<file path="src/rtl/rmq_sqrt_cell.sv">
// One cell of the square-root chain: decides root bit B and passes on.
// No dependencies.
`timescale 1ns / 1ps

module rmq_sqrt_cell #(
    parameter int NW = 32,
    parameter int SW = 16,
    parameter int B  = 0
) (
    input  logic          i_clk,
    input  logic          i_en,
    input  logic [NW-1:0] i_rem,
    input  logic [SW-1:0] i_root,
    output logic [NW-1:0] o_rem,
    output logic [SW-1:0] o_root
);
    localparam int TW = NW + 2;

    logic [NW-1:0] r_rem,  n_rem;
    logic [SW-1:0] r_root, n_root;
    logic [TW-1:0] w_term, w_diff;
    logic          w_take;

    // rem = n - root^2; (root + 2^B)^2 - root^2 = root*2^(B+1) + 2^(2B)
    assign w_term = (TW'(i_root) << (B + 1)) + (TW'(1) << (2 * B));
    assign w_diff = TW'(i_rem) - w_term;
    assign w_take = TW'(i_rem) >= w_term;

    always_comb begin
        n_rem  = w_take ? w_diff[NW-1:0] : i_rem;
        n_root = w_take ? (i_root | (SW'(1) << B)) : i_root;
    end

    always_ff @(posedge i_clk) begin
        if (i_en) begin
            r_rem  <= n_rem;
            r_root <= n_root;
        end
    end

    assign o_rem  = r_rem;
    assign o_root = r_root;
endmodule

</file>
<file path="config.mk">
export PLATFORM = sky130hd
export DESIGN_NAME = rmq_sqrt_cell
export DESIGN_NICKNAME = d
export VERILOG_FILES = /design/src/rtl/rmq_sqrt_cell.sv
export SDC_FILE = /design/constraint.sdc
export NUM_CORES = 1
export LEC_CHECK = 0
export BUFFER_PORTS_ARGS = -buffer_cell sky130_fd_sc_hd__clkbuf_2
export CELL_PAD_IN_SITES_DETAIL_PLACEMENT = 2
export CELL_PAD_IN_SITES_GLOBAL_PLACEMENT = 2
export CORE_UTILIZATION = 28
export DETAILED_ROUTE_END_ITERATION = 10
export GPL_TIMING_DRIVEN = 0
export PLACE_DENSITY_LB_ADDON = 0.2
export SYNTH_ARGS = -nofsm -noshare
export SYNTH_HDL_FRONTEND = slang
export SYNTH_SLANG_ARGS = --single-unit
</file>
<file path="constraint.sdc">
create_clock -name i_clk -period 3.8 [get_ports i_clk]
set_clock_uncertainty 0.1 [all_clocks]
set_input_delay 0.76 -clock i_clk [delete_from_list [all_inputs] [get_ports i_clk]]
set_output_delay 0.76 -clock i_clk [all_outputs]
set_load 0.05 [all_outputs]
</file>
After elaboration in Yosys (flattened, before gate mapping)
Cells that the tools add are included.
{"block": "word_totals", "word_cells": 7, "reg_bits": 48, "out_inout_bits": 48}
{"block": "op_classes", "addsub": 2, "magnitude_cmp": 1, "n_mux": 1}
{"operator": "$ge A32 B18 Y1", "n": 1}
{"operator": "$mux W32", "n": 1}
{"operator": "$sub A32 B18 Y32", "n": 1}
{"operator": "$add A17 B1 Y18 const B", "n": 1}

Longest topological paths before layout
Gate-level depths: netlist of run 1.
{"block": "logic_depth", "depth_word": 3, "depth_mapped": 11, "mapped_depth_nobuf": 10}

Worst setup path before layout of run 1
Ideal clock, no wire load.
{"block": "synth_path", "path_type": "input -> register", "from": "input port i_root[0]", "to": "register r_rem[26] (netlist: o_rem[26]), data pin", "path_stages": 9, "t_arrival_ps": 3288, "required_time_ps": 3442, "setup_slack_ps": 155, "path_cell_list": "inv_1 > fa_1 > a211oi_1 > o31ai_1 > a21o_1 > a2111oi_0 > o41a_1 > or4b_4 > xnor2_2"}
{"block": "synth_via", "elab_chain_cells": 3, "elab_cells_between_ends": 4, "classes_between": "2 x add/sub; 1 x order compare; 1 x mux"}
{"element": "start, declared", "line_no": "13", "source": "input logic [SW-1:0] i_root,"}
{"element": "$add A17 B1 Y18 (*)", "line_no": "25", "source": "assign w_term = (TW'(i_root) << (B + 1)) + (TW'(1) << (2 * B));"}
{"element": "$sub A32 B18 Y32 / $ge A32 B18 Y1 (equally long branches)", "line_no": "26, 27"}
{"element": "$mux W32 (*)", "line_no": "30", "source": "n_rem = w_take ? w_diff[NW-1:0] : i_rem;"}
{"element": "net n_rem[26]", "line_no": "19", "source": "logic [NW-1:0] r_rem, n_rem;"}
{"element": "end signal, assigned", "line_no": "36", "source": "r_rem <= n_rem;"}
{"element": "end, declared", "line_no": "19"}
The timed path passes the listed nets; every way through them passes the cells marked *.
A chain may end at the register's enable or synchronous reset.

Worst setup path in the final report of run 1
Ends and elaborated chain as after synthesis.

==> metrics.yaml, run 1 <==
critPathKind: "in2reg"
die_area_um2: 10800
cts.sinks: 48
dieHeight_um: 104
finalSetupViolCount: 0
fin_nets: 437
cts.path.max_buffers: 2
maxSlewHeadroom: 0.164
grt.met3_usage: 0.0219
dp_slack_ps: -499
core_area_um2: 9910
die_w_um: 104
antenna_found_initial: 0
vdd_drop_max_uv: 143
synth-async-reset-ratio: 0
ios: 98
crit_path_cell_trace: "clkbuf_2 > inv_1 > fa_1 > a211oi_1 > o31ai_1 > a21o_1 > a2111oi_2 > o41a_1 > or4b_4 > xnor2_2"
fin_crit_ps: 3620
fin_util: 0.368
start_util: 0.293
power.switching_mw: 0.554
slowest_stage: "or4b_4"
crit_fanout: 7
clkPwrFrac: 0.198
status: "completed"
fillers: 1094
leakage_nw: 1.55
grt_pass1_wl_um: 12900
crit_arrival_ps: 3570
synth_seq_area_share: 0.496
syn_avg_cell_area_um2: 11.0
met2_usage: 0.270
yosysTopAreaCell: "edfxtp_1"
synth_edf_count: 48
synth_area_leaders: "edfxtp_1, ha_1, xnor2_1, a21oi_1, inv_1"
dpl.cell_count: 495
ys.flop_type: "edfxtp_1"
io_buffers: 97
cts_tree: "done"
first_global_vias: 2507
seq_power_share: 0.450
fmax_mhz: 276
period_share: 0.952
hold_viol: 0
first_pass_iters: 4
cts_buffers: 5
grt_max_degree: 49
post_drt_wl_per_cell_um: 15.7
use_met1: 0.192
pwr-share-comb: 0.352
n_antenna_cell: 0
yosys_warnings: 0
hold_path_class: "in2reg"
drt_drc_violations_left: 0
rows: 36
worstMarginPinSlew_ps: 1250
critical-path-max-stage-delay_ps: 530
cp-start-kind: "primary input"
swShare: 0.372
drv_slew: 0
worst_slack_ps: 183
power_density_nw_per_um2: 409
max_cap_violations: 0
h-tree-depth: 2
drive_gt1_frac: 0.324
ys_types: 44
rsz0062_at_grt: "no"
yosysMostFrequentCell: "edfxtp_1"
grt_usage: 0.151
grt-ovfl-total: 0
cts_root_buf: "clkbuf_8"
wirelength_um: 7920
busiest_layer: "met2"
p_int_mw: 0.936
required_ps: 3750
synthCells: 265
place.gp.congestion: 0.725
synth_fp_nets: 333
drtIter0Drc: 43
dr_total_vias: 2388
antenna_left: 0
clkTransAtPathRegs_ps: 100
viasPerCell: 4.75
synth_area_um2: 2910
yosysTopAreaCellShare: 0.496
ys_seq_elements: 48
end_kind: "flip-flop"
stdcell_count: 503
area_delta_synth_final_pct: 25.4
dp_hpwl_um: 6360
synth_common_cells: "edfxtp_1, a21oi_1, inv_1, xnor2_1, nor2_1"
[registers in the layout, summed over array words and instances (netlist names)]
name and flops:
o_root 16, o_rem 32
[stage by stage]
step                TNS, ps  total power, mW  cell area, um2  hold WS [ps]
floorplan                 0             1.06            2910           759
global placement      -1240             1.20            3560           855
detailed placement    -1320             1.21            3560           856
CTS                       0             1.52            3640           545
global route              0             1.57            3640           539
finish                    0             1.49            3640           549
[placed cells by master (no fill, tap or decap), types with 5 or more instances in the layout]
| cell | count |
|---|---|
| ha_1 | 17 |
| nand2_1 | 16 |
| mux2_2 | 7 |
| clkbuf_8 | 5 |
| a21o_1 | 6 |
| edfxtp_1 | 48 |
| inv_1 | 22 |
| xnor2_1 | 20 |
| nand4_1 | 6 |
| xor2_1 | 8 |
| o21ai_0 | 11 |
| clkbuf_2 | 97 |
| nor3_1 | 6 |
| a21oi_1 | 27 |
| nor2_1 | 19 |
| nand3_1 | 7 |
[metal layers]
layer	vias to the layer above	wire (um)
li1	1192	-
met1	1135	3680
met2	56	3920
met3	5	262
met4	0	59
met5	-	0
[worst paths after layout]
check             startpoint  slack [ps]          to  cells after the start
setup / recovery   i_root[0]         180   o_rem[26]                     10
hold / removal    i_root[11]         550  o_root[11]                      1
[logic make-up (layout without fill, tap and decap cells)]
group / after synthesis / after routing / synth area share
AO/OA/AOI/OAI: 63 / 63 / 0.135
adder cells (fa/ha/maj): 18 / 18 / 0.0801
multiplexers: 7 / 7 / 0.0271
flip-flops: 48 / 48 / 0.496
XOR/XNOR: 29 / 29 / 0.0900
AND/OR/NAND/NOR: 73 / 73 / 0.135
buffers and inverters: 27 / 132 / 0.0362
[worst max-delay path, delay by kind of cell]
kind,cells,cell delay (ps)
buffers and inverters,2,140
xor gates and xnor gates,1,140
and+or+nand+nor,1,530
adders and majority gates,1,450
AOI/OAI and AO/OA,5,1550
[cell type report]
type                       instances  area [um2]  area share
sequential                        48        1440       0.396
clock buffer                       7        76.3      0.0209
multi-input combinational        190        1370       0.375
buffer                             5        22.5     0.00618
inverter                          22        82.6      0.0227
clock inverter                     1        3.75     0.00103
tap                              133         166      0.0457
timing repair buffer              97         485       0.133
[power by group through the flow]
stage	Combinational, mW	Clock, mW	Sequential (mW)
finish	0.525	0.295	0.670
global route	0.566	0.329	0.676
CTS	0.530	0.319	0.671
detailed placement	0.527	0	0.684
global placement	0.521	0	0.682
floorplan	0.172	0	0.889
[timing repair]
action	4_1_cts	5_1_grt
hold buffers	0	0
setup endpoints to repair	1	1
pin swaps	1	0
buffers inserted	0	0
gates resized for setup	1	1
No activity file was read; power rests on OpenSTA's default activity.
==> run 2, diff against run 1 <==
- PLACE_DENSITY_LB_ADDON: 0.2 -> 0.1
- TNS_END_PERCENT: unset -> 50
==> run 2 against run 1 <==
  * Via count grew 3.1%
  * Global-route usage grew 0.60 points
  * Sequential power is essentially flat
  * Cell count up 0.20%
  * Core utilization is 0.34 points higher
  * Clock power increased by 29%
  * First-iteration DRC count up 14%
  * Wire length increased by 3.6%
  * Critical endpoint unchanged
  * Highest routed layer unchanged
==> metrics.yaml, run 2 (synthesized netlist as in run 1, its figures left out) <==
dr_total_vias: 2462  # +3.1%
cts_tree: "done"
required_ps: 3770  # +20 ps
hold_viol: 0  # unchanged
antenna_found_initial: 0  # unchanged
end_kind: "flip-flop"
post_drt_wl_per_cell_um: 16.3  # +3.4%
cts-hold-fix-buffers: 0  # unchanged
ios: 98  # unchanged
worstMarginPinSlew_ps: 1300  # +43.6 ps
viasPerCell: 4.88  # +2.9%
antenna_left: 0  # unchanged
cts_root_buf: "clkbuf_8"
dieHeight_um: 104  # unchanged
grt_usage: 0.157  # +0.00595
layout_commonest_cell: "clkbuf_2"
drv_slew: 0  # unchanged
cts.path.max_buffers: 2  # unchanged
mostFrequentLayoutCells: "clkbuf_2, edfxtp_1, a21oi_1, inv_1, xnor2_1"
io_buffers: 97  # unchanged
grt_max_degree: 49  # unchanged
dpl.cell_count: 495  # unchanged
fmax_mhz: 276  # -0.16%
leakage_nw: 1.57  # +1.1%
critPathKind: "in2reg"
first_global_vias: 2617  # +4.4%
period_share: 0.953  # +0.00150
vdd_drop_max_uv: 199  # +39%
die_area_um2: 10800  # unchanged
max_cap_violations: 0  # unchanged
first_pass_iters: 4  # unchanged
core_area_um2: 9910  # unchanged
rows: 36  # unchanged
rsz0062_at_grt: "no"
wirelength_um: 8200  # +3.6%
crit_arrival_ps: 3590  # +20 ps
start_util: 0.293  # unchanged
n_antenna_cell: 0  # unchanged
place.gp.congestion: 0.730  # +0.73%
cts.sinks: 48  # unchanged
crit_path_cell_trace: "clkbuf_2 > inv_1 > fa_1 > a211oi_1 > o31ai_1 > a21o_1 > a2111oi_1 > o41a_1 > or4b_4 > xnor2_2"
cts_buffers: 5  # unchanged
drtIter0Drc: 49  # +14%
dp_slack_ps: -503  # -3.97 ps
hold_path_class: "in2reg"
maxSlewHeadroom: 0.135  # -0.0290
fin_crit_ps: 3620  # +5.70 ps
slowest_stage: "a2111oi_1"
drive_gt1_frac: 0.332  # +0.00721
drt_drc_violations_left: 0  # unchanged
h-tree-depth: 2  # unchanged
critical-path-max-stage-delay_ps: 530  # about the same
fin_nets: 438  # +0.23%
dp_hpwl_um: 6380  # +0.37%
largest_register_ffs: 32  # unchanged
grt-ovfl-total: 0  # unchanged
grt_pass1_wl_um: 13400  # +4.5%
cp-start-kind: "primary input"
stdcell_count: 504  # +0.20%
status: "completed"
area_delta_synth_final_pct: 26.6
worst_slack_ps: 178  # -5.70 ps
clkTransAtPathRegs_ps: 90  # about the same
power_density_nw_per_um2: 429  # +5.1%
crit_fanout: 4  # -3
finalSetupViolCount: 0  # unchanged
die_w_um: 104  # unchanged
## run 2: path summary, 6_finish.rpt
path                   start         end  slack, ps  depth (start not counted)
hold / removal    i_root[13]  o_root[13]        540                          1
setup / recovery   i_root[0]   o_rem[26]        180                         10
## run 2: worst max-delay path: cells and delay by family
| kind | cells | cell delay (ps) |
|---|---|---|
| AND/OR/NAND/NOR | 1 | 500 |
| XOR/XNOR | 1 | 140 |
| buffers and inverters | 2 | 150 |
| AO/OA/AOI/OAI | 5 | 1560 |
| adder cells (fa/ha/maj) | 1 | 480 |
## run 2: area by class of cell
cell class	instances	area, um2
sequential	48	1440
buffer	5	22.5
inverter	22	82.6
tap	133	166
fill	1121	6230
multi-input combinational	190	1360
timing repair buffer	98	493
clock inverter	3	42.5
clock buffer	5	68.8
## run 2: repair_timing
| item | in CTS | in global routing |
|---|---|---|
| gates resized for setup | 1 | 0 |
| endpoints found under the setup margin | 1 | 0 |
| setup buffers | 1 | 0 |
## run 2: where the power goes
group	switching [mW]	leakage (nW)	internal, mW
combinational	0.374	1.05	0.152
sequential	0.0154	0.470	0.656
clock	0.187	0.0541	0.195
total	0.576	1.57	1.00
## run 2: stage by stage
| step | area [um2] | power, mW | TNS, ps | hold slack (ps) | util |
|---|---|---|---|---|---|
| after floorplan | 2910 | 1.06 | 0 | 759 | - |
| after global placement | 3560 | 1.20 | -1280 | 855 | 0.359 |
| after detailed placement | 3560 | 1.21 | -1410 | 857 | 0.359 |
| after CTS | 3680 | 1.61 | 0 | 529 | 0.371 |
| after global routing | 3680 | 1.66 | 0 | 527 | 0.371 |
| final | 3680 | 1.58 | 0 | 541 | 0.371 |
## run 2: layer usage
layer / track usage / vias to the layer above / wire length [um]
li1: - / 1186 / -
met1: 0.199 / 1209 / 3780
met2: 0.272 / 57 / 4050
met3: 0.0282 / 10 / 256
met4: 0.0418 / 0 / 114
met5: 0 / - / 0
