File: src/rtl/rmq_div_cell.sv
// One cell of the restoring divider chain: produces quotient bit J.
// No dependencies.
`timescale 1ns / 1ps

module rmq_div_cell #(
    parameter int DW = 32,
    parameter int VW = 17,
    parameter int J  = 0
) (
    input  logic          i_clk,
    input  logic          i_en,
    input  logic [DW-1:0] i_dvd,
    input  logic [VW-1:0] i_den,
    input  logic [VW-1:0] i_rem,
    input  logic [DW-1:0] i_quo,
    output logic [DW-1:0] o_dvd,
    output logic [VW-1:0] o_rem,
    output logic [DW-1:0] o_quo
);
    logic [DW-1:0] r_dvd, r_quo, n_quo;
    logic [VW-1:0] r_rem, n_rem;
    logic [VW:0]   w_sh, w_sub;
    logic          w_take;

    assign w_sh   = {i_rem, i_dvd[J]};
    assign w_take = w_sh >= {1'b0, i_den};
    assign w_sub  = w_sh - {1'b0, i_den};

    always_comb begin
        n_rem = w_take ? w_sub[VW-1:0] : w_sh[VW-1:0];
        n_quo = w_take ? (i_quo | (DW'(1) << J)) : i_quo;
    end

    always_ff @(posedge i_clk) begin
        if (i_en) begin
            r_dvd <= i_dvd;
            r_rem <= n_rem;
            r_quo <= n_quo;
        end
    end

    assign o_dvd = r_dvd;
    assign o_rem = r_rem;
    assign o_quo = r_quo;
endmodule

File: config.mk
export PLATFORM = sky130hd
export DESIGN_NAME = rmq_div_cell
export DESIGN_NICKNAME = d
export VERILOG_FILES = /design/src/rtl/rmq_div_cell.sv
export SDC_FILE = /design/constraint.sdc
export NUM_CORES = 1
export LEC_CHECK = 0
export BUFFER_PORTS_ARGS = -buffer_cell sky130_fd_sc_hd__buf_4
export CORE_UTILIZATION = 49
export DETAILED_ROUTE_END_ITERATION = 6
export PLACE_DENSITY = 0.85
export SYNTH_ARGS = -nofsm -noshare
export SYNTH_HDL_FRONTEND = slang
export SYNTH_SLANG_ARGS = --single-unit
File: constraint.sdc
create_clock -name i_clk -period 5.2 [get_ports i_clk]
set_input_delay 0.26 -clock i_clk [delete_from_list [all_inputs] [get_ports i_clk]]
set_output_delay 0.26 -clock i_clk [all_outputs]
set_load 0.03 [all_outputs]
[Word-level counts from Yosys, hierarchy flattened]
Cells that the tools add are included.
Storage, ports and cells
  register bits after elaboration: 81
  input bits: 100
  output and inout port bits: 81
Cells by class
  add/sub/neg operators: 1
  muxes and demuxes: 1
  magnitude comparators: 1
Operators by type and width (count)
  >= comparator 18 x 17 -> 1 bit: 1
  two-way mux 17 bit: 1
  subtractor 17 bit: 1

[Logic depth before layout (Yosys ltp)]
Gate-level depths: netlist of run 1.
  depth after elaboration: 2
  depth in mapped cells: 11
  depth with buffers taken out: 10

[Least setup slack after synthesis of run 1]
OpenSTA, ideal clock, no wires.
  path type: input to register
  start: input port i_dvd[0]
  end: register r_rem[10] (netlist: o_rem[10]), data pin
  path slack: 2.632 ns
  library setup time: 0.260 ns
  stages on the path: 11
  arrival time: 2.307 ns
  path buffers: 1
  data required time: 4.940 ns
  cells stage by stage: inv_1 -> ha_1 -> inv_1 -> fa_1 -> a21oi_2 -> o211ai_1 -> a21oi_2 -> o31a_2 -> o41ai_4 -> buf_6 -> mux2_4
On the way
  word-level cells in the longest chain between the ends: 2
  elaborated cells between the ends (all ways): 3
  those cells by class: add/sub: 1; order compare: 1; mux: 1
RTL lines
  start, declared: RTL line 12  | input logic [DW-1:0] i_dvd,
  subtractor 17 bit or >= comparator 18 x 17 -> 1 bit (tied branches): RTL line 27, 26
  two-way mux 17 bit *: RTL line 30  | n_rem = w_take ? w_sub[VW-1:0] : w_sh[VW-1:0];
  named net n_rem[10]: RTL line 21  | logic [VW-1:0] r_rem, n_rem;
  end signal, assigned: RTL line 37  | r_rem <= n_rem;
  end, declared: RTL line 21
Mark *: on every way through the listed nets, which the timed path passes. The rest lies on a longest branch.
A chain may end at the register's enable or synchronous reset.

[Worst setup path in the final report of run 1]
  start: input port i_dvd[0]
  end: register r_rem[1] (netlist: o_rem[1]), data pin
Same word-level chain as after synthesis.

==> results of run 1 <==
registers in the layout (all words and copies together), names as in the netlist:
name and flops:
o_quo 32, o_dvd 32, o_rem 17
report_power, final:
part           internal [mW]  switching (mW)
Sequential             0.794          0.0198
Clock                  0.270           0.232
Combinational          0.201           0.262
Total                   1.26           0.514
worst max-delay path by stage:
stage / start / end
after CTS: i_dvd[0] / o_rem[2]
after global routing: i_dvd[0] / o_rem[2]
final: i_dvd[0] / o_rem[1]
after global placement: i_dvd[0] / o_rem[3]
after floorplan: i_dvd[0] / o_rem[10]
after detailed placement: i_dvd[0] / o_rem[6]
through the flow:
stage          power [mW]  utilization
2_1_floorplan        1.09            -
6_report             1.78        0.759
5_1_grt              1.85        0.759
4_1_cts              1.79        0.759
3_3_place_gp         1.27        0.728
3_5_place_dp         1.29        0.728
worst max-delay path, stage by stage:
cell and delay [ns]:
buf_4 0.08, inv_1 0.05, ha_1 0.20, inv_1 0.08, fa_1 0.24, a21oi_2 0.09
o211ai_1 0.20, a21oi_2 0.13, o31a_2 0.15, o41ai_4 0.60, buf_4 0.34, mux2_2 0.36
cells in the final DEF (no fill, tap or decap), types with 2 or more instances in the layout:
cell type / n
mux2_4: 8
a21oi_1: 16
nor2b_1: 2
mux2_2: 8
buf_4: 181
nand3_1: 6
clkinvlp_4: 2
o21ai_0: 6
clkbuf_8: 9
a21oi_2: 2
o21a_1: 2
bufinv_16: 2
nor3_1: 7
edfxtp_1: 81
a2111oi_0: 2
nand4_1: 3
xor2_1: 6
nand2_1: 10
o211ai_1: 3
and2_1: 2
a21o_1: 2
inv_1: 22
nor2_1: 11
ha_1: 17
xnor2_1: 5
layer usage:
metal / up-vias / track usage / routed length, um / part of all wire
met5: - / 0 / 0 / 0
met4: 0 / 0.0997 / 263 / 0.026
met3: 18 / 0.0867 / 919 / 0.092
met2: 125 / 0.467 / 5280 / 0.53
met1: 1315 / 0.271 / 3560 / 0.36
li1: 1295 / - / - / -
cell usage after synthesis (3+ instances only):
| cell | number | area [um2] |
|---|---|---|
| mux2_4 | 8 | 120 |
| xnor2_1 | 5 | 43.8 |
| mux2_2 | 8 | 90.1 |
| nand3_1 | 6 | 30.0 |
| ha_1 | 17 | 213 |
| nor2_1 | 11 | 41.3 |
| edfxtp_1 | 81 | 2430 |
| xor2_1 | 6 | 52.6 |
| a21oi_1 | 16 | 80.1 |
| inv_1 | 22 | 82.6 |
| nand2_1 | 10 | 37.5 |
| o21ai_0 | 6 | 30.0 |
| nand4_1 | 3 | 18.8 |
| o211ai_1 | 3 | 22.5 |
| nor3_1 | 7 | 35.0 |
area by class of cell:
cell class | count | area (um2)
Sequential cell | 81 | 2430
Fill cell | 474 | 1680
Timing Repair Buffer | 181 | 1360
Multi-Input combinational cell | 136 | 1090
Clock buffer | 9 | 124
Tap cell | 96 | 120
Clock inverter | 6 | 92.6
Inverter | 22 | 82.6
logic make-up (layout without fill, tap and decap cells):
group                      after synthesis  in the layout
DFF                                     81             81
xor gates and xnor gates                11             11
adders and majority gates               18             18
and+or+nand+nor                         46             46
buffers and inverters                   26            218
muxes                                   17             17
AOI/OAI and AO/OA                       44             44
==> results.py, run 1 <==
metrics = {
    "status": {
        "run_status": "complete, no violations",
    },
    "routing": {
        "drc_errors": 0,
        "drt-total-wl_mm": 10.0,
        "post_drt_via_cell_ratio": 5.18,
        "drt-pass1-iter-count": 7,
        "routed_wire_length_per_instance_um": 18.9,
        "postRouteAntennaNets": 0,
        "vias": 2753,
        "drt_first_iter_violations": 122,
    },
    "timing": {
        "postLayoutSetupSlackWorst_ns": 2.50,
        "worst_slew_pin_slew_ns": 1.02,
        "timing.fmax_mhz": 371,
        "final-max-slew-violation-count": 0,
        "rsz0062_at_grt": "false",
        "layout_worst_path_cycle_share": 0.519,
        "period_needed_ns": 2.70,
        "timing_hold_violations_final": 0,
        "setup_viol": 0,
        "hold-worst-slack_ns": 0.0858,
        "relSlewSlack": 0.321,
        "setup_tns_ns": 0,
    },
    "setup_path": {
        "timing.critical_path.fanout_max": 12,
        "critical_path_class": "in -> reg",
        "critical_path_required_ns": 5.29,
        "setup.worst_path.end_class": "register",
        "startpoint_type": "input pin",
        "worstPathArrival_ns": 2.79,
    },
    "synthesis": {
        "yosys_warnings": 0,
        "synthArstFlopShare": 0,
        "synth_top_flop_cell": "edfxtp_1",
        "yosys.area_share.simple": 0.0631,
        "postSynthRegisterBits": 81,
        "multiplexer_fraction_of_the_synthesized_cell_area": 0.0607,
        "post_synth_fa_ha_maj_area_fraction": 0.0642,
        "netlist_instances": 243,
        "compound_cell_area_share_of_the_yosys_netlist": 0.0855,
        "yosys.cell_types.count": 42,
        "combinational_family_with_the_most_area_after_synthesis": "compound AO/OA/AOI/OAI gates",
        "post_synthesis_net_count": 361,
        "portion_of_the_post_synthesis_area_used_by_sequential_elements": 0.671,
        "syn-cell-area_um2": 3630,
        "syn-mean-instance-area_um2": 14.9,
        "synth_xor_xnor_area_share": 0.0266,
        "synth_edf_count": 81,
    },
    "cells_and_area": {
        "syn_to_final_growth_pct": 46.1,
        "nNetsFinal": 549,
        "drive_above_1_share": 0.503,
        "antenna_cells": 0,
        "fin_area_um2": 5300,
        "finish.cell_count_without_fillers": 531,
    },
    "placed_design": {
        "routabilityCongestion": 0.862,
        "dp_hpwl_mm": 7.54,
        "number_of_i_o_port_buffers": 180,
        "postPlaceCellArea_um2": 5080,
        "place.detailed.instances": 516,
        "pre_cts_slack_ns": 2.16,
    },
    "hold_path": {
        "hold_class": "in -> reg",
        "hold_depth": 1,
        "worstHoldStart": "i_quo[15]",
        "worstHoldEndpoint": "o_quo[15]",
    },
    "global_routing": {
        "sum_of_overflow_across_all_layers_after_global_routing": 0,
        "vias_in_the_first_global_route": 2700,
        "grt_first_pass_wirelength_mm": 14.2,
        "grt_start_max_net_pins": 82,
        "grt_antenna_before_repair": 0,
        "grt_util_all_layers": 0.256,
    },
    "cts": {
        "holdBufCountCts": 0,
        "clk_pin_slew_worst_paths_ns": 0.09,
        "cts_root_buf": "clkbuf_8",
        "cts_repair_resize_count": 0,
        "cts-root-to-sink-buffers": 2,
        "clock_sinks": 81,
        "ctsHtreeMaxLevel": 3,
        "post-cts-setup-buffer-count": 0,
        "tritoncts": "yes",
        "tritoncts.num_buffers": 9,
    },
    "power_and_ir_drop": {
        "vdd_ir_drop_max_mv": 0.177,
        "p_per_area_nw_per_um2": 336,
        "power.static_leakage_nw": 2.33,
    },
    "floorplanning": {
        "placementRows": 30,
        "die-height_um": 88.0,
        "starting_density": 0.520,
        "core_region_area_um2": 6980,
        "io-pin-count": 181,
        "chipWidth_um": 88.0,
        "die-area_um2": 7750,
    },
    "flow_run": {
        "cap_violations": 0,
    },
}
Note: power is estimated with default switching activity, not from simulation.
==> run 2: changes to the inputs <==
Settings changed: CORE_UTILIZATION 49 to 46, PLACE_DENSITY 0.85 to 0.8.
Clock period 5.2 ns to 2.5 ns, I/O delays scaled along.
==> run 2 against run 1 <==
  * First-iteration DRC count down 8.2%
  * Die area increased by 6.4%
  * Combinational power increased by 130%
  * Cell count is 14% higher
  * Largest cell class unchanged
  * Routed wire length up 11%
  * Flip-flop and latch count unchanged
  * Highest routed layer unchanged
  * Count of clock-buffer cells in the layout did not move
==> results.py, run 2 (synthesis gave the netlist of run 1 again) <==
metrics = {
    "cts": {
        "clock_sinks": 81,
        "cts_repair_resize_count": 0,
        "clk_pin_slew_worst_paths_ns": 0.08,
        "cts-root-to-sink-buffers": 2,
        "tritoncts": "yes",
        "cts_root_buf": "clkbuf_8",
        "ctsHtreeMaxLevel": 3,
        "tritoncts.num_buffers": 9,
    },
    "floorplanning": {
        "chipWidth_um": 90.8,
        "core_region_area_um2": 7690,
        "die-height_um": 90.8,
        "io-pin-count": 181,
        "placementRows": 32,
        "starting_density": 0.472,
        "die-area_um2": 8240,
    },
    "global_routing": {
        "grt_first_pass_wirelength_mm": 16.7,
        "grt_start_max_net_pins": 51,
        "grt_antenna_before_repair": 0,
        "sum_of_overflow_across_all_layers_after_global_routing": 0,
        "vias_in_the_first_global_route": 3131,
        "grt_util_all_layers": 0.269,
    },
    "status": {
        "run_status": "complete, no violations",
    },
    "routing": {
        "drt-total-wl_mm": 11.1,
        "drt_first_iter_violations": 112,
        "vias": 3065,
        "post_drt_via_cell_ratio": 5.05,
        "routed_wire_length_per_instance_um": 18.4,
        "drt-pass1-iter-count": 4,
        "postRouteAntennaNets": 0,
        "drc_errors": 0,
    },
    "placed_design": {
        "dp_hpwl_mm": 7.36,
        "number_of_i_o_port_buffers": 180,
        "place.detailed.instances": 529,
        "pre_cts_slack_ns": 0.00155,
        "routabilityCongestion": 0.865,
    },
    "power_and_ir_drop": {
        "power.static_leakage_nw": 2.64,
        "p_per_area_nw_per_um2": 616,
        "vdd_ir_drop_max_mv": 0.333,
    },
    "timing": {
        "worst_slew_pin_slew_ns": 0.569,
        "timing_hold_violations_final": 0,
        "period_needed_ns": 2.16,
        "final-max-slew-violation-count": 0,
        "postLayoutSetupSlackWorst_ns": 0.340,
        "timing.fmax_mhz": 463,
        "layout_worst_path_cycle_share": 0.864,
        "setup_tns_ns": 0,
        "hold-worst-slack_ns": 0.0727,
        "rsz0062_at_grt": "false",
        "relSlewSlack": 0.617,
        "setup_viol": 0,
    },
    "cells_and_area": {
        "nNetsFinal": 619,
        "most-common-layout-cells": "185 x buf_4, 81 x edfxtp_1, 63 x dlygate4sd3_1, 22 x inv_1, 17 x ha_1",
        "drive_above_1_share": 0.444,
        "syn_to_final_growth_pct": 65.3,
        "antenna_cells": 0,
        "layout_commonest_cell": "buf_4",
        "finish.cell_count_without_fillers": 607,
    },
    "setup_path": {
        "worstPathArrival_ns": 2.23,
        "setup.worst_path.end_class": "register",
        "critical_path_required_ns": 2.57,
        "timing.critical_path.fanout_max": 3,
        "startpoint_type": "input pin",
        "critical_path_class": "in -> reg",
    },
    "hold_path": {
        "hold_class": "in -> reg",
        "hold_depth": 2,
        "worstHoldEndpoint": "o_quo[0]",
        "worstHoldStart": "i_quo[0]",
    },
    "flow_run": {
        "cap_violations": 0,
    },
}
run 2: worst max-delay path by stage:
stage / end / from / slack, ns / cells after the start
2_1_floorplan: o_rem[10] / i_dvd[0] / 0.07 / 11
4_1_cts: o_rem[8] / i_dvd[0] / 0.36 / 11
6_report: o_rem[8] / i_dvd[0] / 0.34 / 11
3_5_place_dp: o_rem[8] / i_dvd[0] / 0.002 / 11
5_1_grt: o_rem[8] / i_dvd[0] / 0.17 / 11
3_3_place_gp: o_rem[8] / i_dvd[0] / 0.06 / 11
run 2: power by group:
group          total, mW  internal (mW)  switching [mW]
clock              0.914          0.452           0.462
combinational       1.08          0.504           0.576
sequential          1.70           1.65          0.0460
run 2: area by class of cell:
| class | instances | area, um2 |
|---|---|---|
| Clock inverter | 6 | 60.1 |
| Inverter | 22 | 82.6 |
| Sequential cell | 81 | 2430 |
| Tap cell | 102 | 128 |
| Fill cell | 494 | 1690 |
| Timing Repair Buffer | 251 | 2080 |
| Clock buffer | 9 | 124 |
| Multi-Input combinational cell | 136 | 1090 |
run 2: repair_timing:
action                                 in CTS  in global routing
endpoints found under the hold margin      63                  0
hold buffers                               63                  0
buffers inserted                            0                  0
run 2: layer usage:
metal | wire [um] | up-vias | track usage
li1 | - | 1436 | -
met1 | 4420 | 1475 | 0.319
met2 | 6000 | 149 | 0.513
met3 | 684 | 5 | 0.0530
met4 | 42 | 0 | 0.0331
met5 | 0 | - | 0
run 2: worst max-delay path, stage by stage:
cell and delay, ns:
buf_4 0.12, inv_1 0.07, ha_1 0.17, inv_1 0.05, fa_1 0.41, a21oi_2 0.19
o21ai_0 0.12, a2111oi_0 0.45, nor3_1 0.12, xor2_1 0.16, mux2_4 0.26
run 2: stage by stage:
step	util	total power, mW	cell area, um2
after floorplan	-	2.27	3630
after global placement	0.674	2.68	5180
after detailed placement	0.674	2.70	5180
after CTS	0.780	3.68	5990
after global routing	0.780	3.82	5990
final	0.780	3.69	5990
==> run 3: changes to the inputs <==
Settings changed: ABC_AREA set to 1, CORE_UTILIZATION 46 to 47, PLACE_DENSITY 0.8 to 0.81.
==> run 3 against run 2 <==
  * Critical endpoint is now o_rem[16]
  * First-iteration DRC count grew 100%
  * Sequential share of layout area shrank 1.2 points
  * Utilization grew 0.74 points
  * Synthesized cell count grew 56%
  * Die area grew 4.4%
==> results.py, run 3 <==
metrics = {
    "routing": {
        "drt-pass1-iter-count": 4,
        "drc_errors": 0,
        "postRouteAntennaNets": 0,
        "drt_first_iter_violations": 226,
        "vias": 3583,
        "post_drt_via_cell_ratio": 4.85,
        "routed_wire_length_per_instance_um": 17.5,
        "drt-total-wl_mm": 12.9,
    },
    "placed_design": {
        "postPlaceCellArea_um2": 5330,
        "dp_hpwl_mm": 8.06,
        "number_of_i_o_port_buffers": 180,
        "routabilityCongestion": 0.943,
    },
    "cts": {
        "tritoncts": "yes",
        "tritoncts.num_buffers": 9,
        "cts-root-to-sink-buffers": 2,
        "cts_repair_resize_count": 0,
        "clk_pin_slew_worst_paths_ns": 0.08,
        "clock_sinks": 81,
        "ctsHtreeMaxLevel": 3,
        "cts_root_buf": "clkbuf_8",
    },
    "cells_and_area": {
        "most-common-layout-cells": "183 x buf_4, 139 x nand2_1, 81 x edfxtp_1, 65 x inv_1, 63 x dlygate4sd3_1",
        "regArea_um2": 2430,
        "syn_to_final_growth_pct": 59.6,
        "multi_input_comb_area_um2": 1140,
        "layout_commonest_cell": "buf_4",
        "fin_area_um2": 6180,
        "nFillCells": 495,
        "drive_above_1_share": 0.333,
        "nNetsFinal": 749,
    },
    "global_routing": {
        "grt_start_max_net_pins": 35,
        "sum_of_overflow_across_all_layers_after_global_routing": 0,
        "grt_antenna_before_repair": 1,
        "vias_in_the_first_global_route": 3642,
        "grt_first_pass_wirelength_mm": 19.5,
        "grt_util_all_layers": 0.309,
    },
    "synthesis": {
        "syn-mean-instance-area_um2": 10.2,
        "yosysTopAreaCell": "edfxtp_1",
        "synth.top_cells.by_count": "139 x nand2_1, 81 x edfxtp_1, 65 x inv_1, 17 x ha_1, 17 x nor2_1",
        "syn-cell-area_um2": 3870,
        "postSynthRegisterBits": 81,
        "synth_most_common_cell": "nand2_1",
        "synth_edf_count": 81,
        "yosys_warnings": 0,
        "synthArstFlopShare": 0,
        "synth_top_cell_area_share": 0.628,
        "yosys.cell_types.count": 23,
        "portion_of_the_post_synthesis_area_used_by_sequential_elements": 0.628,
        "netlist_instances": 378,
        "post_synthesis_net_count": 496,
        "synth_top_flop_cell": "edfxtp_1",
        "yosys-top-cells-area": "edfxtp_1 63%, nand2_1 13%, inv_1 6.3%, ha_1 5.5%, nand3_1 1.9%",
    },
    "timing": {
        "rsz0062_at_grt": "false",
        "timing_hold_violations_final": 0,
        "setup_viol": 0,
        "period_needed_ns": 2.36,
        "layout_worst_path_cycle_share": 0.943,
        "timing.fmax_mhz": 424,
        "worst_slew_pin_slew_ns": 0.477,
        "setup_tns_ns": 0,
        "final-max-slew-violation-count": 0,
        "relSlewSlack": 0.682,
    },
    "setup_path": {
        "critical_path_required_ns": 2.72,
        "worstPathArrival_ns": 2.58,
        "startpoint_type": "input pin",
        "critical_path_class": "in -> reg",
        "setup.worst_path.end_class": "register",
        "timing.critical_path.fanout_max": 16,
    },
    "status": {
        "run_status": "complete, no violations",
    },
    "floorplanning": {
        "placementRows": 32,
        "die-area_um2": 8600,
        "die-height_um": 92.8,
        "io-pin-count": 181,
        "chipWidth_um": 92.8,
        "starting_density": 0.493,
        "core_region_area_um2": 7850,
    },
    "hold_path": {
        "hold_class": "in -> reg",
    },
    "power_and_ir_drop": {
        "p_per_area_nw_per_um2": 619,
        "vdd_ir_drop_max_mv": 0.307,
        "power.static_leakage_nw": 3.05,
    },
    "flow_run": {
        "cap_violations": 0,
    },
}
## run 3: final timing paths
path	start	end	slack, ns	cells past startpoint
worst max-delay path	i_dvd[0]	o_rem[16]	0.14	13
worst min-delay path	i_rem[3]	o_rem[4]	0.05	3
## run 3: what timing repair did
| action | CTS | global route |
|---|---|---|
| buffers inserted | 0 | 0 |
| endpoints found under the hold margin | 63 | 0 |
| hold buffers | 63 | 0 |
## run 3: cell type report
type / count / share of cell area
Sequential cell: 81 / 0.394
Timing Repair Buffer: 246 / 0.324
Multi-Input combinational cell: 227 / 0.185
Inverter: 66 / 0.0401
Clock buffer: 10 / 0.0207
Tap cell: 102 / 0.0207
Clock inverter: 6 / 0.0146
Antenna cell: 1 / 0.000405
## run 3: metrics by stage
step           hold slack (ns)  power, mW  worst slack (ns)  utilization  cells
2_1_floorplan            0.224       2.25             0.744            -    378
3_3_place_gp             0.303       2.63             0.467        0.679    659
5_1_grt                 0.0517       3.96            0.0239        0.787    739
6_report                0.0528       3.83             0.144        0.787    739
3_5_place_dp             0.304       2.66             0.430        0.679    659
4_1_cts                 0.0410       3.78             0.192        0.787    738
## run 3: critical path, cell delays in order
cell,delay [ns]
dlygate4sd3_1,0.55
buf_4,0.15
inv_1,0.06
ha_1,0.16
inv_1,0.08
fa_1,0.42
nand3_1,0.14
nand3_2,0.10
nand2_2,0.07
nand2_2,0.20
inv_2,0.33
nand2_1,0.10
nand2_1,0.08
## run 3: metal layers
metal / global-route usage / part of all wire
met3: 0.0829 / 0.081
met1: 0.349 / 0.38
met4: 0.119 / 0.029
met5: 0 / 0
met2: 0.554 / 0.51
## run 3: logic make-up (layout without fill, tap and decap cells)
kind of cell,count (synthesis),count (layout),share of synthesized area
buf+inv,70,328,0.0760
other cells,0,1,0
simple gates,192,192,0.207
compound gates,10,10,0.0129
flops,81,81,0.628
fa+ha+maj,18,18,0.0601
xor+xnor,7,7,0.0158
## run 3: power by group
group	internal (mW)	switching, mW
clock network	0.569	0.510
registers	1.65	0.0467
logic	0.435	0.620
